--- config.mk ---
export PLATFORM = sky130hd
export DESIGN_NAME = vertical_gradient_raster_flat
export DESIGN_NICKNAME = d
export VERILOG_FILES = /design/src/hw/rtl/vgr_pkg.sv /design/src/hw/rtl/vgr_in_if.sv /design/src/hw/rtl/vgr_out_if.sv /design/src/hw/rtl/vertical_gradient_raster.sv /design/src/flat_wrapper.sv
export SDC_FILE = /design/constraint.sdc
export NUM_CORES = 1
export LEC_CHECK = 0
export BUFFER_PORTS_ARGS = -buffer_cell sky130_fd_sc_hd__clkbuf_2
export CORE_MARGIN = 3
export CORE_UTILIZATION = 58
export DETAILED_ROUTE_END_ITERATION = 12
export PLACE_DENSITY = 0.76
export SLEW_MARGIN = 40
export SYNTH_ARGS = -nofsm -noshare
export SYNTH_HDL_FRONTEND = slang
export SYNTH_SLANG_ARGS = --single-unit
--- constraint.sdc ---
create_clock -name clk -period 9.4 [get_ports clk]
set_clock_uncertainty 0.1 [all_clocks]
set_input_delay 0.94 -clock clk [delete_from_list [all_inputs] [get_ports clk]]
set_output_delay 0.94 -clock clk [all_outputs]
set_load 0.05 [all_outputs]
--- src/hw/rtl/vgr_pkg.sv ---
// Package for the vertical gradient raster block.
// Holds sizes, register indexes, the sequencer state type and the size clamp.
// No dependencies.
package vgr_pkg;

  localparam int MAX_DIM   = 4096;
  localparam int DIM_W     = $clog2(MAX_DIM + 1);  // holds 0..MAX_DIM
  localparam int POS_W     = 12;                   // pixel_row / pixel_col width
  localparam int COLOR_W   = 24;
  localparam int CFG_IDX_W = 2;
  localparam int CFG_DATA_W = 24;
  localparam int CHAN_W    = 8;
  localparam int NUM_W     = CHAN_W + DIM_W - 1;   // channel * MAX_DIM fits here
  localparam logic [CHAN_W-1:0] ALPHA = 8'hFF;

  typedef enum logic [CFG_IDX_W-1:0] {
    REG_TOP_COLOR    = 2'd0,
    REG_BOTTOM_COLOR = 2'd1,
    REG_FRAME_WIDTH  = 2'd2,
    REG_FRAME_HEIGHT = 2'd3
  } cfg_reg_t;

  typedef enum logic [2:0] {
    ST_IDLE,
    ST_MUL_TOP,
    ST_MUL_BOT,
    ST_DIV,
    ST_LOAD
  } state_t;

  typedef enum logic [1:0] {
    CH_RED   = 2'd0,
    CH_GREEN = 2'd1,
    CH_BLUE  = 2'd2
  } chan_t;

  // zero reads as one, anything above MAX_DIM as MAX_DIM
  function automatic logic [DIM_W-1:0] clamp_dim(input logic [DIM_W-1:0] v);
    logic [DIM_W-1:0] res;
    if (v == '0) begin
      res = DIM_W'(1);
    end else if (v > DIM_W'(MAX_DIM)) begin
      res = DIM_W'(MAX_DIM);
    end else begin
      res = v;
    end
    return res;
  endfunction

endpackage

--- src/hw/rtl/vgr_in_if.sv ---
// Input stream interface of the gradient raster: valid/ready plus restart flag.
// No dependencies.
interface vgr_in_if;
  logic valid;
  logic ready;
  logic restart;

  modport source (output valid, output restart, input ready);
  modport sink   (input valid, input restart, output ready);
endinterface

--- src/hw/rtl/vgr_out_if.sv ---
// Pixel stream interface of the gradient raster: valid/ready plus pixel payload.
// No dependencies.
interface vgr_out_if;
  logic        valid;
  logic        ready;
  logic [31:0] pixel_color;
  logic [11:0] pixel_row;
  logic [11:0] pixel_col;
  logic        frame_last;

  modport source (output valid, output pixel_color, output pixel_row,
                  output pixel_col, output frame_last, input ready);
  modport sink   (input valid, input pixel_color, input pixel_row,
                  input pixel_col, input frame_last, output ready);
endinterface

--- src/hw/rtl/vertical_gradient_raster.sv ---
// Vertical gradient raster: emits one ARGB pixel per input transaction.
// Depends on vgr_pkg, vgr_in_if and vgr_out_if.
//
// Usage:
//   in_stream  : one transaction per wanted pixel; restart=1 returns to row 0,
//                column 0 before that pixel is produced.
//   out_stream : one pixel per input transaction, in raster order, with its
//                row, column and a frame_last flag on the final pixel.
//   cfg_*      : write enable, register index and data; top color, bottom
//                color, frame width, frame height. Write only while idle.
// Each channel is floor((top*(h-r) + bottom*r) / h), alpha is 0xFF.
// Sequence: per channel one multiply step for the top term, one for the bottom
// term plus sum, then 8 restoring-divide steps, all on one shared
// multiplier/subtractor. After the three channels a load step fills the
// output register once it is free, and the sequencer then returns to idle;
// only in idle is a new transaction taken.
// The output register decouples the sides: the next transaction is accepted
// and computed while a pixel waits; if the receiver still stalls when that
// next pixel is done, the sequencer holds it until the register frees up.
// Reset clears the position to row 0, column 0 and loads the default
// registers (black to white, 640 by 360).
module vertical_gradient_raster (
  input  logic                           clk,
  input  logic                           rst_n,
  vgr_in_if.sink                         in_stream,
  vgr_out_if.source                      out_stream,
  input  logic                           cfg_we,
  input  logic [vgr_pkg::CFG_IDX_W-1:0]  cfg_index,
  input  logic [vgr_pkg::CFG_DATA_W-1:0] cfg_data
);
  import vgr_pkg::*;

  // configuration
  logic [COLOR_W-1:0] top_color_r, bottom_color_r;
  logic [DIM_W-1:0]   frame_width_r, frame_height_r;
  logic [DIM_W-1:0]   w_eff, h_eff;

  // position and sequencer
  state_t             state_r, state_nxt;
  logic [POS_W-1:0]   row_cnt_r, col_cnt_r;
  logic [POS_W-1:0]   pix_row_r, pix_col_r;
  logic               pix_last_r;
  logic [DIM_W-1:0]   h_r;
  logic [1:0]         ch_r;
  logic [2:0]         div_cnt_r;

  // shared arithmetic
  logic [NUM_W-1:0]   acc_r;
  logic [DIM_W-1:0]   rem_r;
  logic [CHAN_W-1:0]  low_r, quo_r;
  logic [COLOR_W-1:0] color_r;

  // output register
  logic               out_valid_r;
  logic [COLOR_W-1:0] out_color_r;
  logic [POS_W-1:0]   out_row_r, out_col_r;
  logic               out_last_r;

  logic               accept, out_take, out_free, load_out;
  logic               div_last, ch_last;

  assign w_eff = clamp_dim(frame_width_r);
  assign h_eff = clamp_dim(frame_height_r);

  // ---------------- configuration writes
  always_ff @(posedge clk) begin
    if (!rst_n) begin
      top_color_r    <= '0;
      bottom_color_r <= '1;
      frame_width_r  <= DIM_W'(640);
      frame_height_r <= DIM_W'(360);
    end else if (cfg_we) begin
      case (cfg_reg_t'(cfg_index))
        REG_TOP_COLOR:    top_color_r    <= cfg_data[COLOR_W-1:0];
        REG_BOTTOM_COLOR: bottom_color_r <= cfg_data[COLOR_W-1:0];
        REG_FRAME_WIDTH:  frame_width_r  <= cfg_data[DIM_W-1:0];
        REG_FRAME_HEIGHT: frame_height_r <= cfg_data[DIM_W-1:0];
        default: ;
      endcase
    end
  end

  // ---------------- position of the accepted pixel and of the next one
  logic [DIM_W-1:0] c0, r0, c1, r1, r2, cn, rn;
  logic             pos_last;

  always_comb begin
    c0 = in_stream.restart ? '0 : {1'b0, col_cnt_r};
    r0 = in_stream.restart ? '0 : {1'b0, row_cnt_r};
    if (c0 >= w_eff) begin
      c1 = '0;
      r1 = r0 + DIM_W'(1);
    end else begin
      c1 = c0;
      r1 = r0;
    end
    r2 = (r1 >= h_eff) ? '0 : r1;
    pos_last = (r2 == h_eff - DIM_W'(1)) && (c1 == w_eff - DIM_W'(1));
    cn = c1 + DIM_W'(1);
    rn = r2;
    if (cn >= w_eff) begin
      cn = '0;
      rn = r2 + DIM_W'(1);
      if (rn >= h_eff) begin
        rn = '0;
      end
    end
  end

  // ---------------- sequencer: next state
  assign div_last = (div_cnt_r == 3'd7);
  assign ch_last  = (ch_r == CH_BLUE);
  assign out_take = out_valid_r && out_stream.ready;
  assign out_free = !out_valid_r || out_stream.ready;

  always_comb begin
    state_nxt = state_r;
    case (state_r)
      ST_IDLE:    if (accept) state_nxt = ST_MUL_TOP;
      ST_MUL_TOP: state_nxt = ST_MUL_BOT;
      ST_MUL_BOT: state_nxt = ST_DIV;
      ST_DIV: begin
        if (div_last) state_nxt = ch_last ? ST_LOAD : ST_MUL_TOP;
      end
      ST_LOAD:    if (out_free) state_nxt = ST_IDLE;
      default:    state_nxt = ST_IDLE;
    endcase
  end

  // ---------------- sequencer: outputs
  always_comb begin
    in_stream.ready = (state_r == ST_IDLE);
    load_out        = (state_r == ST_LOAD) && out_free;
  end
  assign accept = in_stream.valid && in_stream.ready;

  always_ff @(posedge clk) begin
    if (!rst_n) begin
      state_r   <= ST_IDLE;
      row_cnt_r <= '0;
      col_cnt_r <= '0;
      ch_r      <= CH_RED;
      div_cnt_r <= '0;
    end else begin
      state_r <= state_nxt;
      if (accept) begin
        row_cnt_r <= rn[POS_W-1:0];
        col_cnt_r <= cn[POS_W-1:0];
        ch_r      <= CH_RED;
      end
      if (state_r == ST_DIV) begin
        div_cnt_r <= div_cnt_r + 3'd1;
        if (div_last) ch_r <= ch_r + 2'd1;
      end
    end
  end

  // ---------------- shared multiply / divide unit
  logic [CHAN_W-1:0]         top_ch, bot_ch, mul_a;
  logic [DIM_W-1:0]          mul_b;
  logic [CHAN_W+DIM_W-1:0]   prod;
  logic [NUM_W-1:0]          num_sum;
  logic [DIM_W:0]            trial;
  logic                      ge;

  always_comb begin
    case (chan_t'(ch_r))
      CH_RED:   begin top_ch = top_color_r[23:16]; bot_ch = bottom_color_r[23:16]; end
      CH_GREEN: begin top_ch = top_color_r[15:8];  bot_ch = bottom_color_r[15:8];  end
      CH_BLUE:  begin top_ch = top_color_r[7:0];   bot_ch = bottom_color_r[7:0];   end
      default:  begin top_ch = top_color_r[7:0];   bot_ch = bottom_color_r[7:0];   end
    endcase
    if (state_r == ST_MUL_TOP) begin
      mul_a = top_ch;
      mul_b = h_r - {1'b0, pix_row_r};
    end else begin
      mul_a = bot_ch;
      mul_b = {1'b0, pix_row_r};
    end
    prod    = (CHAN_W+DIM_W)'(mul_a) * (CHAN_W+DIM_W)'(mul_b);
    num_sum = acc_r + prod[NUM_W-1:0];
    trial   = {rem_r, low_r[CHAN_W-1]};
    ge      = (trial >= {1'b0, h_r});
  end

  always_ff @(posedge clk) begin
    if (accept) begin
      pix_row_r  <= r2[POS_W-1:0];
      pix_col_r  <= c1[POS_W-1:0];
      pix_last_r <= pos_last;
      h_r        <= h_eff;
    end
    case (state_r)
      ST_MUL_TOP: acc_r <= prod[NUM_W-1:0];
      ST_MUL_BOT: begin
        // quotient fits 8 bits, so the high part is already below h
        rem_r <= DIM_W'(num_sum[NUM_W-1:CHAN_W]);
        low_r <= num_sum[CHAN_W-1:0];
      end
      ST_DIV: begin
        rem_r <= ge ? DIM_W'(trial - {1'b0, h_r}) : DIM_W'(trial);
        low_r <= {low_r[CHAN_W-2:0], 1'b0};
        quo_r <= {quo_r[CHAN_W-2:0], ge};
        if (div_last) begin
          case (chan_t'(ch_r))
            CH_RED:   color_r[23:16] <= {quo_r[CHAN_W-2:0], ge};
            CH_GREEN: color_r[15:8]  <= {quo_r[CHAN_W-2:0], ge};
            CH_BLUE:  color_r[7:0]   <= {quo_r[CHAN_W-2:0], ge};
            default: ;
          endcase
        end
      end
      default: ;
    endcase
  end

  // ---------------- output register
  always_ff @(posedge clk) begin
    if (!rst_n) begin
      out_valid_r <= 1'b0;
    end else if (load_out) begin
      out_valid_r <= 1'b1;
    end else if (out_take) begin
      out_valid_r <= 1'b0;
    end
  end

  always_ff @(posedge clk) begin
    if (load_out) begin
      out_color_r <= color_r;
      out_row_r   <= pix_row_r;
      out_col_r   <= pix_col_r;
      out_last_r  <= pix_last_r;
    end
  end

  assign out_stream.valid       = out_valid_r;
  assign out_stream.pixel_color = {ALPHA, out_color_r};
  assign out_stream.pixel_row   = out_row_r;
  assign out_stream.pixel_col   = out_col_r;
  assign out_stream.frame_last  = out_last_r;

  // ---------------- assertions
  a_accept_starts: assert property (@(posedge clk) disable iff (!rst_n)
    accept |=> (state_r == ST_MUL_TOP) && (ch_r == CH_RED))
    else $error("accepted transaction did not start on red channel");

  a_div_cnt_idle: assert property (@(posedge clk) disable iff (!rst_n)
    (state_r != ST_DIV) |-> (div_cnt_r == 3'd0))
    else $error("divide step counter left nonzero outside divide");

  a_rem_bound: assert property (@(posedge clk) disable iff (!rst_n)
    (state_r == ST_DIV) |-> (rem_r < h_r))
    else $error("divider remainder not below divisor");

  a_load_valid: assert property (@(posedge clk) disable iff (!rst_n)
    load_out |=> out_valid_r && (state_r == ST_IDLE))
    else $error("loaded pixel not presented");

  a_no_overwrite: assert property (@(posedge clk) disable iff (!rst_n)
    (state_r == ST_LOAD) && out_valid_r && !out_stream.ready |=> (state_r == ST_LOAD))
    else $error("sequencer left load while output register was full");

endmodule
--- src/flat_wrapper.sv ---
// flat-port wrapper written by rule: the top's interface ports become plain ports
module vertical_gradient_raster_flat import vgr_pkg::*;
  (clk, rst_n, cfg_we, cfg_index, cfg_data, in_stream_valid, in_stream_restart, in_stream_ready, out_stream_valid, out_stream_pixel_color, out_stream_pixel_row, out_stream_pixel_col, out_stream_frame_last, out_stream_ready);
  vgr_in_if in_stream_i ();
  vgr_out_if out_stream_i ();
  input  logic clk;
  input  logic rst_n;
  input  logic cfg_we;
  input  logic [vgr_pkg::CFG_IDX_W-1:0] cfg_index;
  input  logic [vgr_pkg::CFG_DATA_W-1:0] cfg_data;
  input wire logic [$bits(in_stream_i.valid)-1:0] in_stream_valid;
  input wire logic [$bits(in_stream_i.restart)-1:0] in_stream_restart;
  output wire logic [$bits(in_stream_i.ready)-1:0] in_stream_ready;
  output wire logic [$bits(out_stream_i.valid)-1:0] out_stream_valid;
  output wire logic [$bits(out_stream_i.pixel_color)-1:0] out_stream_pixel_color;
  output wire logic [$bits(out_stream_i.pixel_row)-1:0] out_stream_pixel_row;
  output wire logic [$bits(out_stream_i.pixel_col)-1:0] out_stream_pixel_col;
  output wire logic [$bits(out_stream_i.frame_last)-1:0] out_stream_frame_last;
  input wire logic [$bits(out_stream_i.ready)-1:0] out_stream_ready;
  assign in_stream_i.valid = in_stream_valid;
  assign in_stream_i.restart = in_stream_restart;
  assign in_stream_ready = in_stream_i.ready;
  assign out_stream_valid = out_stream_i.valid;
  assign out_stream_pixel_color = out_stream_i.pixel_color;
  assign out_stream_pixel_row = out_stream_i.pixel_row;
  assign out_stream_pixel_col = out_stream_i.pixel_col;
  assign out_stream_frame_last = out_stream_i.frame_last;
  assign out_stream_i.ready = out_stream_ready;
  vertical_gradient_raster u_core (.clk(clk), .rst_n(rst_n), .in_stream(in_stream_i), .out_stream(out_stream_i), .cfg_we(cfg_we), .cfg_index(cfg_index), .cfg_data(cfg_data));
endmodule
==> out/metrics.cfg <==
[status]
status=finished, final reports clean

[timing]
worst_slack_ns=0.639
period_needed_ns=8.76
tightest_slew_ns=0.924
slew_viol_final=0
fmax_ghz=0.114
rsz0062_at_grt=no
relSlewSlack_pct=38.1
setup_violations=0
tns_ns=0
finalHoldViolCount=0
fin_crit_sh_pct=93.2

[synth]
synth_top_area_cell=edfxtp_1
synth_edf_count=159
mappedNetlistArea_mm2=0.0182
synthCells=1987
ys_ff_latch=266
yosysTopAreaCellShare_pct=26.3
synthMuxAreaShare_pct=1.58
synth_xor_area_share_pct=4.62
synth_top_family_by_area=simple AND/OR/NAND/NOR gates
postSynthAreaPerCell_um2=9.15
synth-simple-area-share_pct=19.7
async_flop_share_pct=0
synthDistinctLibCells=86
ys_seq_area_share_pct=38.0
synth_compound_area_share_pct=13.4
synth_fa_ha_area_share_pct=17.3
synth_ff_type=edfxtp_1
synth_commonest_cells=nand2_1 (278), nor2_1 (179), edfxtp_1 (159), inv_1 (148), ha_1 (143)
synth_area_leaders=edfxtp_1 (26%), dfxtp_1 (12%), ha_1 (9.8%)
synth.most_common_cell=nand2_1
yosys_warnings=0

[detailed_routing]
viasPerCell=6.03
wl_um=46800
vias=14800
remaining_drc_errors=0
drtIter0Drc=1445
wl_per_cell_um=19.0
ant_nets=0
drt_first_pass_iters=6

[floorplanning]
die_y_um=183
rows=64
die_area_mm2=0.0335
die_w_um=183
start_util_pct=59.1
core_mm2=0.0307
pin_count=91

[placed_design]
place_area_mm2=0.0190
io_buffer_count=82
pre_cts_slack_ns=0.658
gp_congestion=0.978
hpwlAfterDp_um=35300

[min_path]
holdPathEnd=u_core.out_stream.pixel_col[5]
hold_depth=0
hold_path_class=reg -> reg
hp-start=u_core.pix_col_r[5]

[worst_setup_path]
critPathArrivalTime_ns=8.98
slowest_stage=o41ai_1
cp.required_ns=9.61
critPathMostFrequentCell=o21ai_0
r2r_start=u_core.h_r[1]
rr_worst_depth=33
critPathMaxFanout=5
end_kind=flop
rr_endpoint=u_core.rem_r[11]
startpoint_type=flop
reg2reg_setup_slack_ns=0.64
critPathMaxStageDelay_ns=0.59
crit_type=reg -> reg

[cts]
cts_setup_buffers=0
cts-root-buf=clkbuf_16
cts_buffer_depth=3
cts_hold_buf=0
htreeDepth=1
clk_latency_ns=0.58
clkSinkCount=266
clk_pin_slew_ns=0.07
cts_resized=0
numCtsBuffers=30
cts_tree=built

[global_routing]
grt_max_degree=74
grt_pass1_vias=14300
grt_usage_pct=27.7
antenna_found_initial=0
grt-ovfl-total=0
grt_pass1_wl_um=75300

[cells_and_area]
fin_nets=2285
areaGrowthSynthToFinish_pct=9.64
design_area_mm2=0.0199
diodes=0
fillerInstances=2511
drive_above_1_share_pct=10.0

[flow_run]
cap_violations=0

registers in the layout, summed over array words and instances (netlist names), 12 cells and up:
signal and cells:
u_core.h_r 13, u_core.out_color_r 24, u_core.out_stream.pixel_row 12, u_core.acc_r 20, u_core.out_stream.pixel_col 12, u_core.frame_width_r 13
u_core.top_color_r 24, u_core.rem_r 13, u_core.bottom_color_r 24, u_core.row_cnt_r 12, u_core.frame_height_r 13, u_core.pix_col_r 12
u_core.color_r 24, u_core.col_cnt_r 12, u_core.pix_row_r 12
metrics by stage:
step                hold slack [ns]  util (%)  std cells
global placement              0.303      61.5       2405
floorplan                     0.300         -       1994
CTS                           0.293      64.8       2462
finish                        0.299      64.8       2462
detailed placement            0.305      61.6       2406
global route                  0.311      64.8       2462
final cells by class:
type	instances	area, µm²	area share (%)
Multi-Input combinational cell	1487	10400	52.1
Clock inverter	20	175	0.879
Sequential cell	266	6920	34.7
Timing Repair Buffer	104	583	2.92
Tap cell	396	495	2.49
Clock buffer	36	803	4.03
Inverter	153	574	2.88
how the worst max path moves through the flow:
| stage | startpoint | to | slack (ns) | cells after the start |
|---|---|---|---|---|
| floorplan | in_stream_restart | u_core.row_cnt_r[5] | 1.69 | 34 |
| global placement | u_core.ch_r[0] | u_core.rem_r[11] | 0.68 | 33 |
| detailed placement | u_core.ch_r[0] | u_core.rem_r[11] | 0.66 | 33 |
| CTS | u_core.ch_r[0] | u_core.rem_r[11] | 0.64 | 33 |
| global route | u_core.h_r[1] | u_core.rem_r[11] | 0.1 | 33 |
| finish | u_core.h_r[1] | u_core.rem_r[11] | 0.64 | 33 |
metal layers:
layer | up-vias | share of wire (%) | GRT usage [%]
li1 | 7062 | - | -
met1 | 7077 | 43 | 38.2
met2 | 580 | 46 | 45.6
met3 | 124 | 6.6 | 3.25
met4 | 0 | 4.0 | 9.90
met5 | - | 0 | 0
placed cells by master, fill, tap and decap left out, types with 9 or more instances in the layout:
master,netlist,final
fa_1,68,68
nor4_1,14,14
a21o_1,20,20
buf_4,8,21
o21ai_0,56,56
clkbuf_2,2,82
or2_2,14,14
mux2i_1,23,23
ha_1,143,143
nor3_1,49,49
clkbuf_16,0,30
a31oi_1,13,10
nor2b_1,38,37
dfxtp_1,107,107
a21oi_1,131,131
xnor2_1,70,70
xor2_1,26,26
a211oi_1,19,19
o21a_1,19,19
nor2_1,179,175
nand3_1,73,73
o211ai_1,9,9
inv_1,148,147
nand4_1,16,16
and3_1,15,15
edfxtp_1,159,159
nand2b_1,32,32
and2_1,16,17
nand2_1,278,278
or3_1,12,12
a22oi_1,24,24
cell families (layout without fill, tap and decap cells):
family	after synthesis	after routing
fa+ha+maj	211	211
flops	266	266
mux	28	28
simple gates	768	768
other cells	1	8
xor+xnor	96	96
compound gates	376	376
buf+inv	241	313
critical path: cells and delay by family, from the launching register on:
family / cells / cell delay [ns]
flops: 1 / 0.52
buf+inv: 2 / 0.10
fa+ha+maj: 7 / 2.93
simple gates: 8 / 1.07
xor+xnor: 4 / 0.71
compound gates: 11 / 2.94
mux: 1 / 0.14
Power is left out: the tool's default activity adds up to more than one toggle a clock period on the data nets, which glitch-free logic cannot reach.
